**src/sv/bat_pkg.sv**
```systemverilog
// ----------------------------------------------------------------------------
// Breakpoint address table package
// Shared widths, request codes, cell commands and controller states.
// ----------------------------------------------------------------------------
package bat_pkg;

    localparam int BP_SLOTS_DEF = 16;
    localparam int ADDR_W       = 16;
    localparam int REQ_W        = 3;
    localparam int CNT_OUT_W    = 5;

    localparam logic [ADDR_W-1:0] EMPTY_MARK = 16'hFFFF;

    localparam logic [REQ_W-1:0] REQ_ADD      = 3'd0;
    localparam logic [REQ_W-1:0] REQ_REMOVE   = 3'd1;
    localparam logic [REQ_W-1:0] REQ_SET_TEMP = 3'd2;
    localparam logic [REQ_W-1:0] REQ_CLEAR    = 3'd3;
    localparam logic [REQ_W-1:0] REQ_CHECK    = 3'd4;

    typedef enum logic [1:0] {
        CELL_NOP,
        CELL_APPEND,
        CELL_REMOVE,
        CELL_CLEAR
    } t_cell_op;

    typedef struct packed {
        t_cell_op op;
        logic     sel;
    } t_row_cmd;

    typedef enum logic [1:0] {
        ST_IDLE,
        ST_EXEC,
        ST_APPEND
    } t_state;

endpackage

```
**src/sv/bat_req_if.sv**
```systemverilog
// ----------------------------------------------------------------------------
// Breakpoint request channel
// Valid/ready channel carrying one table request word.
// ----------------------------------------------------------------------------
interface bat_req_if;
    import bat_pkg::*;

    logic              valid;
    logic              ready;
    logic [REQ_W-1:0]  req_type;
    logic              which_processor;
    logic [ADDR_W-1:0] address;

    modport source (output valid, output req_type, output which_processor,
                    output address, input ready);
    modport sink   (input valid, input req_type, input which_processor,
                    input address, output ready);

endinterface

```
**src/sv/bat_res_if.sv**
```systemverilog
// ----------------------------------------------------------------------------
// Breakpoint result channel
// Valid/ready channel carrying one result word per request.
// ----------------------------------------------------------------------------
interface bat_res_if;
    import bat_pkg::*;

    logic                 valid;
    logic                 ready;
    logic                 ok;
    logic [CNT_OUT_W-1:0] entry_count;

    modport source (output valid, output ok, output entry_count, input ready);
    modport sink   (input valid, input ok, input entry_count, output ready);

endinterface

```
**src/sv/bat_cell.sv**
```systemverilog
// ----------------------------------------------------------------------------
// Breakpoint table cell
// One slot of each table; appends, removes and clears using neighbor flags.
// ----------------------------------------------------------------------------
module bat_cell (
    input  logic                      i_clk,
    input  logic                      i_rst_n,
    input  bat_pkg::t_row_cmd         i_cmd,
    input  logic [bat_pkg::ADDR_W-1:0] i_key,
    input  logic [bat_pkg::ADDR_W-1:0] i_last_val,
    input  logic                      i_prev_empty,
    input  logic                      i_next_empty,
    output logic                      o_empty,
    output logic                      o_hit,
    output logic                      o_last,
    output logic [bat_pkg::ADDR_W-1:0] o_val
);
    import bat_pkg::*;

    logic [ADDR_W-1:0] r_slot [2];
    logic              w_first;

    always_comb begin
        o_val   = r_slot[i_cmd.sel];
        o_empty = (o_val == EMPTY_MARK);
        o_hit   = (o_val == i_key) && (i_key != EMPTY_MARK);
        o_last  = !o_empty && i_next_empty;
        w_first = o_empty && !i_prev_empty;
    end

    always_ff @(posedge i_clk) begin
        if (!i_rst_n) begin
            r_slot[0] <= EMPTY_MARK;
            r_slot[1] <= EMPTY_MARK;
        end else begin
            unique case (i_cmd.op)
                CELL_APPEND: begin
                    if (w_first) begin
                        r_slot[i_cmd.sel] <= i_key;
                    end
                end
                CELL_REMOVE: begin
                    if (o_last) begin
                        r_slot[i_cmd.sel] <= EMPTY_MARK;
                    end else if (o_hit) begin
                        r_slot[i_cmd.sel] <= i_last_val;
                    end
                end
                CELL_CLEAR: begin
                    r_slot[i_cmd.sel] <= EMPTY_MARK;
                end
                CELL_NOP: begin
                end
            endcase
        end
    end

endmodule

```
**src/sv/bat_row.sv**
```systemverilog
// ----------------------------------------------------------------------------
// Breakpoint table row
// Chain of slot cells; gathers the match flag and the last live entry.
// ----------------------------------------------------------------------------
module bat_row #(
    parameter int SLOTS = bat_pkg::BP_SLOTS_DEF
) (
    input  logic                       i_clk,
    input  logic                       i_rst_n,
    input  bat_pkg::t_row_cmd          i_cmd,
    input  logic [bat_pkg::ADDR_W-1:0] i_key,
    output logic                       o_hit
);
    import bat_pkg::*;

    logic [SLOTS-1:0]  w_empty;
    logic [SLOTS-1:0]  w_hit;
    logic [SLOTS-1:0]  w_last;
    logic [SLOTS-1:0]  w_prev_empty;
    logic [SLOTS-1:0]  w_next_empty;
    logic [ADDR_W-1:0] w_val [SLOTS];
    logic [ADDR_W-1:0] w_last_val;

    for (genvar g = 0; g < SLOTS; g++) begin : g_cell
        if (g == 0) begin : g_lo
            assign w_prev_empty[g] = 1'b0;
        end else begin : g_mid_lo
            assign w_prev_empty[g] = w_empty[g-1];
        end
        if (g == SLOTS - 1) begin : g_hi
            assign w_next_empty[g] = 1'b1;
        end else begin : g_mid_hi
            assign w_next_empty[g] = w_empty[g+1];
        end

        bat_cell u_cell (
            .i_clk        (i_clk),
            .i_rst_n      (i_rst_n),
            .i_cmd        (i_cmd),
            .i_key        (i_key),
            .i_last_val   (w_last_val),
            .i_prev_empty (w_prev_empty[g]),
            .i_next_empty (w_next_empty[g]),
            .o_empty      (w_empty[g]),
            .o_hit        (w_hit[g]),
            .o_last       (w_last[g]),
            .o_val        (w_val[g])
        );
    end

    always_comb begin
        w_last_val = '0;
        for (int k = 0; k < SLOTS; k++) begin
            if (w_last[k]) begin
                w_last_val = w_last_val | w_val[k];
            end
        end
    end

    assign o_hit = |w_hit;

`ifndef ASSERT_OFF
    a_one_hit: assert property (@(posedge i_clk) disable iff (!i_rst_n)
        $onehot0(w_hit))
        else $error("address matches more than one live slot");

    a_one_last: assert property (@(posedge i_clk) disable iff (!i_rst_n)
        $onehot0(w_last))
        else $error("more than one slot marked as last live entry");
`endif

endmodule

```
**src/sv/breakpoint_address_table_core.sv**
```systemverilog
// ----------------------------------------------------------------------------
// Breakpoint address table core
// Two breakpoint tables (main and peripheral processor) with temporaries.
// ----------------------------------------------------------------------------
// Usage: requests enter on i_req (req_type, which_processor, address); one
// result word (ok, entry_count) leaves on o_res for every request. Both are
// valid/ready channels.
// Add, remove, clear, check and unknown codes take 2 cycles: one to accept
// the word and one in which the row of slot cells compares the key and
// updates in place. Set-temporary takes 3 cycles: one extra row pass removes
// the old temporary before the new address is appended.
// The result is registered; the next request is accepted while it waits.
// If the receiver stalls, a finished operation holds in its last step until
// the result register frees up.
// Reset empties both tables, zeroes both counts and clears both temporaries;
// the block accepts a request in the first cycle after reset.
// ----------------------------------------------------------------------------
module breakpoint_address_table_core #(
    parameter int BP_SLOTS = bat_pkg::BP_SLOTS_DEF
) (
    input  logic         i_clk,
    input  logic         i_rst_n,
    bat_req_if.sink      i_req,
    bat_res_if.source    o_res
);
    import bat_pkg::*;

    localparam int CNT_W = $clog2(BP_SLOTS + 1);

    t_state               r_state, n_state;
    logic [REQ_W-1:0]     r_req;
    logic                 r_sel;
    logic [ADDR_W-1:0]    r_addr;
    logic [CNT_W-1:0]     r_cnt [2];
    logic [ADDR_W-1:0]    r_temp [2];
    logic                 r_out_valid;
    logic                 r_ok;
    logic [CNT_OUT_W-1:0] r_out_cnt;

    logic [CNT_W-1:0]     n_cnt;
    logic [ADDR_W-1:0]    n_temp;
    logic [CNT_W-1:0]     w_cnt;
    logic [ADDR_W-1:0]    w_temp;
    logic [CNT_W+CNT_OUT_W-1:0] w_cnt_ext;
    logic                 w_out_free;
    logic                 w_load;
    logic                 w_ok;
    logic                 w_hit;
    logic [ADDR_W-1:0]    w_key;
    t_row_cmd             w_cmd;

    assign w_cnt      = r_cnt[r_sel];
    assign w_temp     = r_temp[r_sel];
    assign w_out_free = !r_out_valid || o_res.ready;
    assign w_key      = (r_state == ST_EXEC && r_req == REQ_SET_TEMP) ? w_temp : r_addr;
    assign w_cnt_ext  = (CNT_W + CNT_OUT_W)'(n_cnt);

    bat_row #(
        .SLOTS (BP_SLOTS)
    ) u_row (
        .i_clk   (i_clk),
        .i_rst_n (i_rst_n),
        .i_cmd   (w_cmd),
        .i_key   (w_key),
        .o_hit   (w_hit)
    );

    always_ff @(posedge i_clk) begin
        if (!i_rst_n) begin
            r_state     <= ST_IDLE;
            r_out_valid <= 1'b0;
            r_cnt[0]    <= '0;
            r_cnt[1]    <= '0;
            r_temp[0]   <= EMPTY_MARK;
            r_temp[1]   <= EMPTY_MARK;
        end else begin
            r_state      <= n_state;
            r_cnt[r_sel] <= n_cnt;
            r_temp[r_sel] <= n_temp;
            if (w_load) begin
                r_out_valid <= 1'b1;
            end else if (o_res.ready) begin
                r_out_valid <= 1'b0;
            end
        end
    end

    always_ff @(posedge i_clk) begin
        if (!i_rst_n) begin
            r_req  <= REQ_CHECK;
            r_sel  <= 1'b0;
            r_addr <= EMPTY_MARK;
        end else if (i_req.valid && i_req.ready) begin
            r_req  <= i_req.req_type;
            r_sel  <= i_req.which_processor;
            r_addr <= i_req.address;
        end
        if (w_load) begin
            r_ok      <= w_ok;
            r_out_cnt <= w_cnt_ext[CNT_OUT_W-1:0];
        end
    end

    always_comb begin
        n_state   = r_state;
        n_cnt     = w_cnt;
        n_temp    = w_temp;
        w_load    = 1'b0;
        w_ok      = 1'b0;
        w_cmd.op  = CELL_NOP;
        w_cmd.sel = r_sel;

        unique case (r_state)
            ST_IDLE: begin
                if (i_req.valid) begin
                    n_state = ST_EXEC;
                end
            end
            ST_EXEC: begin
                if (r_req == REQ_SET_TEMP) begin
                    if (w_hit) begin
                        w_cmd.op = CELL_REMOVE;
                        n_cnt    = w_cnt - 1'b1;
                    end
                    n_temp  = EMPTY_MARK;
                    n_state = ST_APPEND;
                end else if (w_out_free) begin
                    w_load  = 1'b1;
                    n_state = ST_IDLE;
                    priority case (r_req)
                        REQ_ADD: begin
                            w_ok = (r_addr != EMPTY_MARK) && !w_hit
                                && (w_cnt < CNT_W'(BP_SLOTS - 1));
                            if (w_ok) begin
                                w_cmd.op = CELL_APPEND;
                                n_cnt    = w_cnt + 1'b1;
                            end
                        end
                        REQ_REMOVE: begin
                            w_ok = w_hit;
                            if (w_hit) begin
                                w_cmd.op = CELL_REMOVE;
                                n_cnt    = w_cnt - 1'b1;
                                if (w_temp == r_addr) begin
                                    n_temp = EMPTY_MARK;
                                end
                            end
                        end
                        REQ_CLEAR: begin
                            w_cmd.op = CELL_CLEAR;
                            n_cnt    = '0;
                        end
                        REQ_CHECK: begin
                            w_ok = w_hit;
                        end
                        default: begin
                        end
                    endcase
                end
            end
            ST_APPEND: begin
                if (w_out_free) begin
                    w_load  = 1'b1;
                    n_state = ST_IDLE;
                    if ((r_addr != EMPTY_MARK) && !w_hit && (w_cnt < CNT_W'(BP_SLOTS))) begin
                        w_cmd.op = CELL_APPEND;
                        n_cnt    = w_cnt + 1'b1;
                        n_temp   = r_addr;
                    end
                end
            end
            default: begin
                n_state = ST_IDLE;
            end
        endcase
    end

    assign i_req.ready       = (r_state == ST_IDLE);
    assign o_res.valid       = r_out_valid;
    assign o_res.ok          = r_ok;
    assign o_res.entry_count = r_out_cnt;

`ifndef ASSERT_OFF
    a_cnt_bound: assert property (@(posedge i_clk) disable iff (!i_rst_n)
        (r_cnt[0] <= CNT_W'(BP_SLOTS)) && (r_cnt[1] <= CNT_W'(BP_SLOTS)))
        else $error("table count exceeds slot count");

    a_load_free: assert property (@(posedge i_clk) disable iff (!i_rst_n)
        w_load |-> w_out_free)
        else $error("result overwritten while still waiting");

    a_remove_dec: assert property (@(posedge i_clk) disable iff (!i_rst_n)
        (r_state == ST_EXEC && r_req == REQ_REMOVE && w_load && w_hit)
        |=> r_cnt[$past(r_sel)] == CNT_W'($past(w_cnt) - 1'b1))
        else $error("successful remove did not decrement count");
`endif

endmodule
```
**src/flat_wrapper.sv**
```systemverilog
// flat-port wrapper written by rule: the top's interface ports become plain ports
module breakpoint_address_table_core_flat import bat_pkg::*;
#(
    parameter int BP_SLOTS = bat_pkg::BP_SLOTS_DEF
)
  (i_clk, i_rst_n, i_req_valid, i_req_req_type, i_req_which_processor, i_req_address, i_req_ready, o_res_valid, o_res_ok, o_res_entry_count, o_res_ready);
  bat_req_if i_req_i ();
  bat_res_if o_res_i ();
  input  logic i_clk;
  input  logic i_rst_n;
  input wire logic [$bits(i_req_i.valid)-1:0] i_req_valid;
  input wire logic [$bits(i_req_i.req_type)-1:0] i_req_req_type;
  input wire logic [$bits(i_req_i.which_processor)-1:0] i_req_which_processor;
  input wire logic [$bits(i_req_i.address)-1:0] i_req_address;
  output wire logic [$bits(i_req_i.ready)-1:0] i_req_ready;
  output wire logic [$bits(o_res_i.valid)-1:0] o_res_valid;
  output wire logic [$bits(o_res_i.ok)-1:0] o_res_ok;
  output wire logic [$bits(o_res_i.entry_count)-1:0] o_res_entry_count;
  input wire logic [$bits(o_res_i.ready)-1:0] o_res_ready;
  assign i_req_i.valid = i_req_valid;
  assign i_req_i.req_type = i_req_req_type;
  assign i_req_i.which_processor = i_req_which_processor;
  assign i_req_i.address = i_req_address;
  assign i_req_ready = i_req_i.ready;
  assign o_res_valid = o_res_i.valid;
  assign o_res_ok = o_res_i.ok;
  assign o_res_entry_count = o_res_i.entry_count;
  assign o_res_i.ready = o_res_ready;
  breakpoint_address_table_core #(.BP_SLOTS(BP_SLOTS)) u_core (.i_clk(i_clk), .i_rst_n(i_rst_n), .i_req(i_req_i), .o_res(o_res_i));
endmodule
```
**config.mk**
```make
export PLATFORM = sky130hd
export DESIGN_NAME = breakpoint_address_table_core_flat
export DESIGN_NICKNAME = d
export VERILOG_FILES = /design/src/sv/bat_pkg.sv /design/src/sv/bat_req_if.sv /design/src/sv/bat_res_if.sv /design/src/sv/bat_cell.sv /design/src/sv/bat_row.sv /design/src/sv/breakpoint_address_table_core.sv /design/src/flat_wrapper.sv
export SDC_FILE = /design/constraint.sdc
export NUM_CORES = 2
export LEC_CHECK = 0
export BUFFER_PORTS_ARGS = -buffer_cell sky130_fd_sc_hd__clkbuf_2
export CAP_MARGIN = 5
export CORE_MARGIN = 5
export CORE_UTILIZATION = 45
export DETAILED_ROUTE_END_ITERATION = 7
export PLACE_DENSITY = 0.7
export SYNTH_ARGS = -nofsm -noshare
export SYNTH_HDL_FRONTEND = slang
export SYNTH_SLANG_ARGS = --single-unit
```
**constraint.sdc**
```tcl
create_clock -name i_clk -period 6.13 [get_ports i_clk]
set_input_delay 0.613 -clock i_clk [delete_from_list [all_inputs] [get_ports i_clk]]
set_output_delay 0.613 -clock i_clk [all_outputs]
set_load 0.01 [all_outputs]
```
== After elaboration in Yosys (flattened, before gate mapping) ==
Memory sizes are Yosys's and may differ from the RTL's. A register that Yosys moved wholly into a read port is not among the register bits.
Cells that the tools add are included.
Storage, ports and cells
  flip-flop bits (word level): 29
  bits in writable memories: 554
  input port bits: 24
  output and inout bits: 8
  logic and storage cells: 604
  memories kept: 18
Memory list
  u_core.r_temp: words 2, bits a word 16, read ports 1, clocked after memory_dff 1, wr ports 2, line breakpoint_address_table_core.sv:35  | logic [ADDR_W-1:0] r_temp [2];
  u_core.u_row.g_cell[0].u_cell.r_slot: words 2, bits a word 16, read ports 1, clocked after memory_dff 1, wr ports 2, line bat_cell.sv:20  | logic [ADDR_W-1:0] r_slot [2];
  u_core.u_row.g_cell[10].u_cell.r_slot: words 2, bits a word 16, read ports 1, clocked after memory_dff 1, wr ports 2, line bat_cell.sv:20
  u_core.u_row.g_cell[11].u_cell.r_slot: words 2, bits a word 16, read ports 1, clocked after memory_dff 1, wr ports 2, line bat_cell.sv:20
  u_core.u_row.g_cell[12].u_cell.r_slot: words 2, bits a word 16, read ports 1, clocked after memory_dff 1, wr ports 2, line bat_cell.sv:20
  u_core.u_row.g_cell[13].u_cell.r_slot: words 2, bits a word 16, read ports 1, clocked after memory_dff 1, wr ports 2, line bat_cell.sv:20
  12 more memories
Operators by class
  $add $sub $neg: 2
  magnitude comparators: 2
  equal/unequal tests: 45
  muxes and demuxes: 387
  bitwise gates (word level): 65
  reduce and logical (&&, ||, !) cells: 78
Operators by type and width (number)
  2-to-1 mux 16 bit: 89
  OR reduction 16 bit: 18
  2-to-1 mux 1 bit: 276
  equality test 16 bit: 17
  equality test 16 bit, second input constant: 16
  bitwise OR 16 bit: 15
  bitwise OR 1 bit: 48
  logical AND 1 bit: 36
  2-to-1 mux 5 bit: 7
  != test 16 bit, second input constant: 2
  case mux 16 bit (2 select lines): 1
  logical NOT 1 bit: 17
  case mux 5 bit (3 select lines): 1
  2-to-1 mux 2 bit: 7
  case mux 2 bit (3 select lines): 2
  case mux 5 bit (2 select lines): 1
  equality test 2 bit, second input constant: 3
  equality test 3 x 2 -> 1 bit, second input constant: 2
  adder 5 x 1 -> 5 bit, second input constant: 1
  less-than comparator 5 x 4 -> 1 bit, second input constant: 1
  less-than comparator 5 bit, second input constant: 1
  OR reduction 5 bit: 1
  subtractor 5 x 1 -> 5 bit, second input constant: 1
  equality test 2 x 1 -> 1 bit, second input constant: 2
  other kinds (12): 14

== Longest topological paths before layout ==
  word-level depth: 37
  mapped depth: 21

== Modules after synthesis ==
Synthesis repeated with hierarchy kept, for this count alone.
Unflattened totals
  cell total of the unflattened synthesis: 4432
  area, all modules: 46244.4 um^2
By module, submodules not included
  bat_cell (u_core.u_row.g_cell[11].u_cell ...): times used 12, cells an instance 239, area an instance 2596.2 um^2
  bat_cell (u_core.u_row.g_cell[0].u_cell ...): times used 3, cells an instance 230, area an instance 2225.9 um^2
  breakpoint_address_table_core: times used 1, cells an instance 464, area an instance 4669.5 um^2
  bat_cell (u_core.u_row.g_cell[3].u_cell): times used 1, cells an instance 227, area an instance 2212.1 um^2
  bat_row: times used 1, cells an instance 183, area an instance 1530.2 um^2

== Least setup slack after synthesis ==
Ideal clock, no wire load.
  kind: reg-to-reg
  start: reg u_core.r_state[1]
  end: mem u_core.u_row.g_cell[15].u_cell.r_slot[0][0], enable pin
  arrival time: 4.780 ns
  slack: 0.939 ns
  cell stages (with the launch flop): 20
  cells stage by stage: dfxtp_1 inv_1 ha_1 buf_4 nor4bb_2 buf_6 buf_6 mux2i_4 buf_2 xnor2_1 nand4_1 nor3_1 nand3_1 nand4_1 nor4_4 a211oi_2 buf_2 nor2_4 a22o_1 o21ai_0
RTL lines
  from (decl): line breakpoint_address_table_core.sv:30  | t_state r_state, n_state;
  from (signal assigned): line breakpoint_address_table_core.sv:77  | r_state <= n_state;
  to (decl): line bat_cell.sv:20

==> impl_metrics.toml <==
[clock_network]
numCtsBuffers = 60
clock_latency_ns = 0.67
cts.repair.resized = 0
cts_setup_buffers = 0
ctsLongestPathBuffers = 3
cts_root_buffer = "sky130_fd_sc_hd__clkbuf_16"
tritoncts = "built"
clock_sinks = 584
postCtsHoldBufs = 0
worst_setup_hold_path_clk_slew_ns = 0.07
h-tree-depth = 2

[floorplanning]
floorplan.io_pins = 32
die_h_um = 288.2
placeableCoreArea_um2 = 77080
initial_core_util = 0.4519
dieWidth_um = 288.2
design.die.area_um2 = 83080
rows = 102

[setup_path]
setup.worst_path.end_class = "flop"
cp_data_required_time_ns = 6.61
cp_slowest_stage_delay_ns = 0.78
worstPathCellList = "nor4bb_4 > buf_12 > mux2i_4 > xor2_1 > nor4_1 > nand2_1 > nor4_1 > or4_4 > nor4_4 > buf_4 > a211oi_2 > or2_4 > buf_4 > a21oi_1 > o21ai_0"
worst_setup_path_start_kind = "flop"
reg2reg_path_depth = 15
cpMaxStageDelayCell = "sky130_fd_sc_hd__nor4_1"
cp_data_arrival_time_ns = 6.46
critical_path.max_fanout = 48
path_class = "reg2reg"

[route]
drt_pass1_iterations = 6
antenna_left = 0
post_drt_via_cell_ratio = 6.871
dr_iter_0_viols = 5252
routedWlPerCell_um = 31.84
drt-total-wl_mm = 144.0
route.vias.total = 31080
drcViolationCount = 0

[placed_design]
gpl.final_weighted_congestion = 1.123
dpl_cell_area_um2 = 37060
dp_hpwl_mm = 99.76
port_buffers = 31

[power]
static-leakage-power_nw = 11.21
pwr_density_cell_nw_per_um2 = 252.9
vdd_drop_max_v = 0.0002514

[layout]
multi_input_comb_area_um2 = 16100
drive_gt1_frac = 0.1391
layout.nets = 3460
area_growth_syn_to_layout_pct = 11.93
final.fill_count = 6910
sequential_cell_area_um2 = 17300
stdcell_area_um2 = 38990

[sta]
setup_viol = 0
report.final.hold_viol_count = 0
final-max-slew-violation-count = 0
totalNegativeSetupSlack_ns = 0
worst_slew_pin_slew_ns = 1.288
layout_min_cycle_time_ns = 5.977
worst_slew_margin_relative_to_its_limit = 0.1412
max_freq_ghz = 0.1673
worst_clock_skew_ns = 0.03486
grt_setup_unrepaired = "false"
post-route-period-util = 0.9751

[logic_synthesis]
post-synth-top-area-fraction = 0.4827
yosysWarnings = 0
number_of_synthesized_flops_with_an_enable_pin = 560
async_flop_share = 0
syn-instance-count = 3357
syn-cell-area_um2 = 34840
synth.net_count = 3387
synth.lib_cells_used.distinct = 82
syn-mean-instance-area_um2 = 10.38
dominant_synthesized_flop_cell = "sky130_fd_sc_hd__edfxtp_1"
yosys_register_bits = 584
yosys-top-cells-area = "sky130_fd_sc_hd__edfxtp_1 48%, sky130_fd_sc_hd__mux2i_1 7.1%, sky130_fd_sc_hd__xnor2_1 6.3%"
netlist.top_cell.by_area = "sky130_fd_sc_hd__edfxtp_1"
yosysSeqAreaShare = 0.4965

[global_routing]
grt_pass1_wl_mm = 203.1
grt_start_max_net_pins = 86
globalRoute.totalOverflow = 0
grt_antenna_before_repair = 4
grt.total_usage = 0.3352
first_global_vias = 28680

[worst_hold_path]
holdPathStages = 3
class_of_the_tightest_hold_or_removal_check = "in2reg"

[run_status]
status = "finished clean"

[job]
cap_viol_max_count = 0
-- worst paths after layout --
path,from,end,slack [ns]
min reg2reg,u_core.r_req[0],u_core.r_req[0],0.46
min,i_req_address[8],u_core.r_addr[8],0.16
max,u_core.r_req[1],u_core.u_row.g_cell[12].u_cell.r_slot[0][2],0.15
max reg2reg,u_core.r_req[1],u_core.u_row.g_cell[12].u_cell.r_slot[0][2],0.15
-- cell usage in the layout, fill, tap and decap left out, types with 9 or more instances in the layout --
cell type                   count
sky130_fd_sc_hd__nor2b_1       25
sky130_fd_sc_hd__mux2i_4       15
sky130_fd_sc_hd__nor3_1       116
sky130_fd_sc_hd__nand4_1      130
sky130_fd_sc_hd__clkbuf_2      30
sky130_fd_sc_hd__clkinv_1      11
sky130_fd_sc_hd__clkinv_2      17
sky130_fd_sc_hd__nand2_1      318
sky130_fd_sc_hd__mux2_2        32
sky130_fd_sc_hd__xor2_1        23
sky130_fd_sc_hd__nand2b_1      44
sky130_fd_sc_hd__inv_1         16
sky130_fd_sc_hd__a21oi_2        9
sky130_fd_sc_hd__o211a_1       10
sky130_fd_sc_hd__mux2i_1      247
sky130_fd_sc_hd__buf_4        247
sky130_fd_sc_hd__and3_1        13
sky130_fd_sc_hd__a211oi_1       9
sky130_fd_sc_hd__o21a_1        10
sky130_fd_sc_hd__a221o_1       34
sky130_fd_sc_hd__clkbuf_16     63
sky130_fd_sc_hd__o211ai_1      18
sky130_fd_sc_hd__buf_12        14
sky130_fd_sc_hd__edfxtp_1     560
sky130_fd_sc_hd__dfxtp_1       23
sky130_fd_sc_hd__nor2_1       150
sky130_fd_sc_hd__xnor2_1      249
sky130_fd_sc_hd__o22ai_1      194
sky130_fd_sc_hd__nand3_1       84
sky130_fd_sc_hd__o22a_1        10
sky130_fd_sc_hd__or4_1         15
sky130_fd_sc_hd__nor4_1        75
sky130_fd_sc_hd__o21ai_0      325
sky130_fd_sc_hd__a21oi_1      190
sky130_fd_sc_hd__or3_1         11
-- per-stage QoR --
step                      hold WS [ns]  utilization  worst slack, ns  power (mW)  instances
after floorplan                 0.4825            -           0.9385       5.500       3357
after global placement          0.4440       0.4807           0.5382       6.169       4408
after detailed placement        0.4474       0.4807           0.4698       6.170       4408
after CTS                       0.1404       0.5057           0.4061       9.760       4520
after global routing            0.1695       0.5057          0.05201       10.06       4520
final                           0.1567       0.5058           0.1528       9.862       4523
-- cells by family after synthesis --
kind of cell,Yosys count,synth area share
AND/OR/NAND/NOR,1034,0.1495
AO/OA/AOI/OAI,864,0.1482
flip-flops,584,0.4965
adder cells (fa/ha/maj),6,0.002155
buffers and inverters,299,0.04267
XOR/XNOR,272,0.06839
multiplexers,298,0.09259
-- cells in the mapped netlist (9+ instances only) --
library cell / number
sky130_fd_sc_hd__xor2_1: 23
sky130_fd_sc_hd__mux2i_4: 15
sky130_fd_sc_hd__xnor2_1: 249
sky130_fd_sc_hd__nor4_1: 75
sky130_fd_sc_hd__o211a_1: 10
sky130_fd_sc_hd__nand3_1: 84
sky130_fd_sc_hd__o22ai_1: 194
sky130_fd_sc_hd__a221o_1: 34
sky130_fd_sc_hd__nor2_1: 150
sky130_fd_sc_hd__nand2b_1: 44
sky130_fd_sc_hd__buf_4: 39
sky130_fd_sc_hd__nor2b_1: 25
sky130_fd_sc_hd__a21oi_1: 191
sky130_fd_sc_hd__nor3_1: 116
sky130_fd_sc_hd__o22a_1: 10
sky130_fd_sc_hd__inv_1: 16
sky130_fd_sc_hd__mux2i_1: 248
sky130_fd_sc_hd__buf_2: 111
sky130_fd_sc_hd__and3_1: 13
sky130_fd_sc_hd__nand2_1: 318
sky130_fd_sc_hd__a211oi_1: 9
sky130_fd_sc_hd__o21ai_0: 327
sky130_fd_sc_hd__or4_1: 15
sky130_fd_sc_hd__o211ai_1: 18
sky130_fd_sc_hd__nand4_1: 130
sky130_fd_sc_hd__edfxtp_1: 560
sky130_fd_sc_hd__or3_1: 11
sky130_fd_sc_hd__dfxtp_1: 24
sky130_fd_sc_hd__clkbuf_1: 110
sky130_fd_sc_hd__buf_1: 10
sky130_fd_sc_hd__mux2_2: 32
sky130_fd_sc_hd__o21a_1: 10
-- metal layers --
metal | vias up | part of all wire | track usage
met4 | 4 | 0.075 | 0.1955
met1 | 15050 | 0.36 | 0.4390
met5 | - | 0.00022 | 0
met3 | 608 | 0.14 | 0.1016
met2 | 2507 | 0.42 | 0.4939
li1 | 12910 | - | -
-- cell type report --
cell class,instances,area share
flip-flops and latches,584,0.4437
well taps,1040,0.03337
inverters,18,0.001733
repair buffers,292,0.05872
multi-input cells,2474,0.4129
clock buffers,72,0.04140
diodes,3,0.0001925
clock inverters,40,0.008022
-- critical path, delay by kind of cell, from the launching register on --
kind	cells	cell delay, ns
compound gates	3	0.83
buf+inv	3	1.06
xor+xnor	1	0.15
mux	1	0.74
flops	1	0.53
simple gates	7	2.43
-- sequential cells by signal, indices dropped and copies added, names as in the netlist, named ones only --
name / flops
u_core.o_res.entry_count: 5
u_core.o_res.ok: 1
u_core.o_res.valid: 1
u_core.r_addr: 16
u_core.r_cnt: 10
u_core.r_req: 3
u_core.r_sel: 1
u_core.r_state: 2
u_core.r_temp: 32
u_core.u_row.g_cell.u_cell.r_slot: 512
-- power by group --
part / switching (mW) / leakage, nW / internal [mW]
clock network: 1.66 / 0.967 / 2.01
registers: 0.0449 / 4.08 / 4.38
logic: 1.24 / 6.16 / 0.528
total: 2.94 / 11.2 / 6.92
Note: power is estimated with default switching activity, not from simulation.
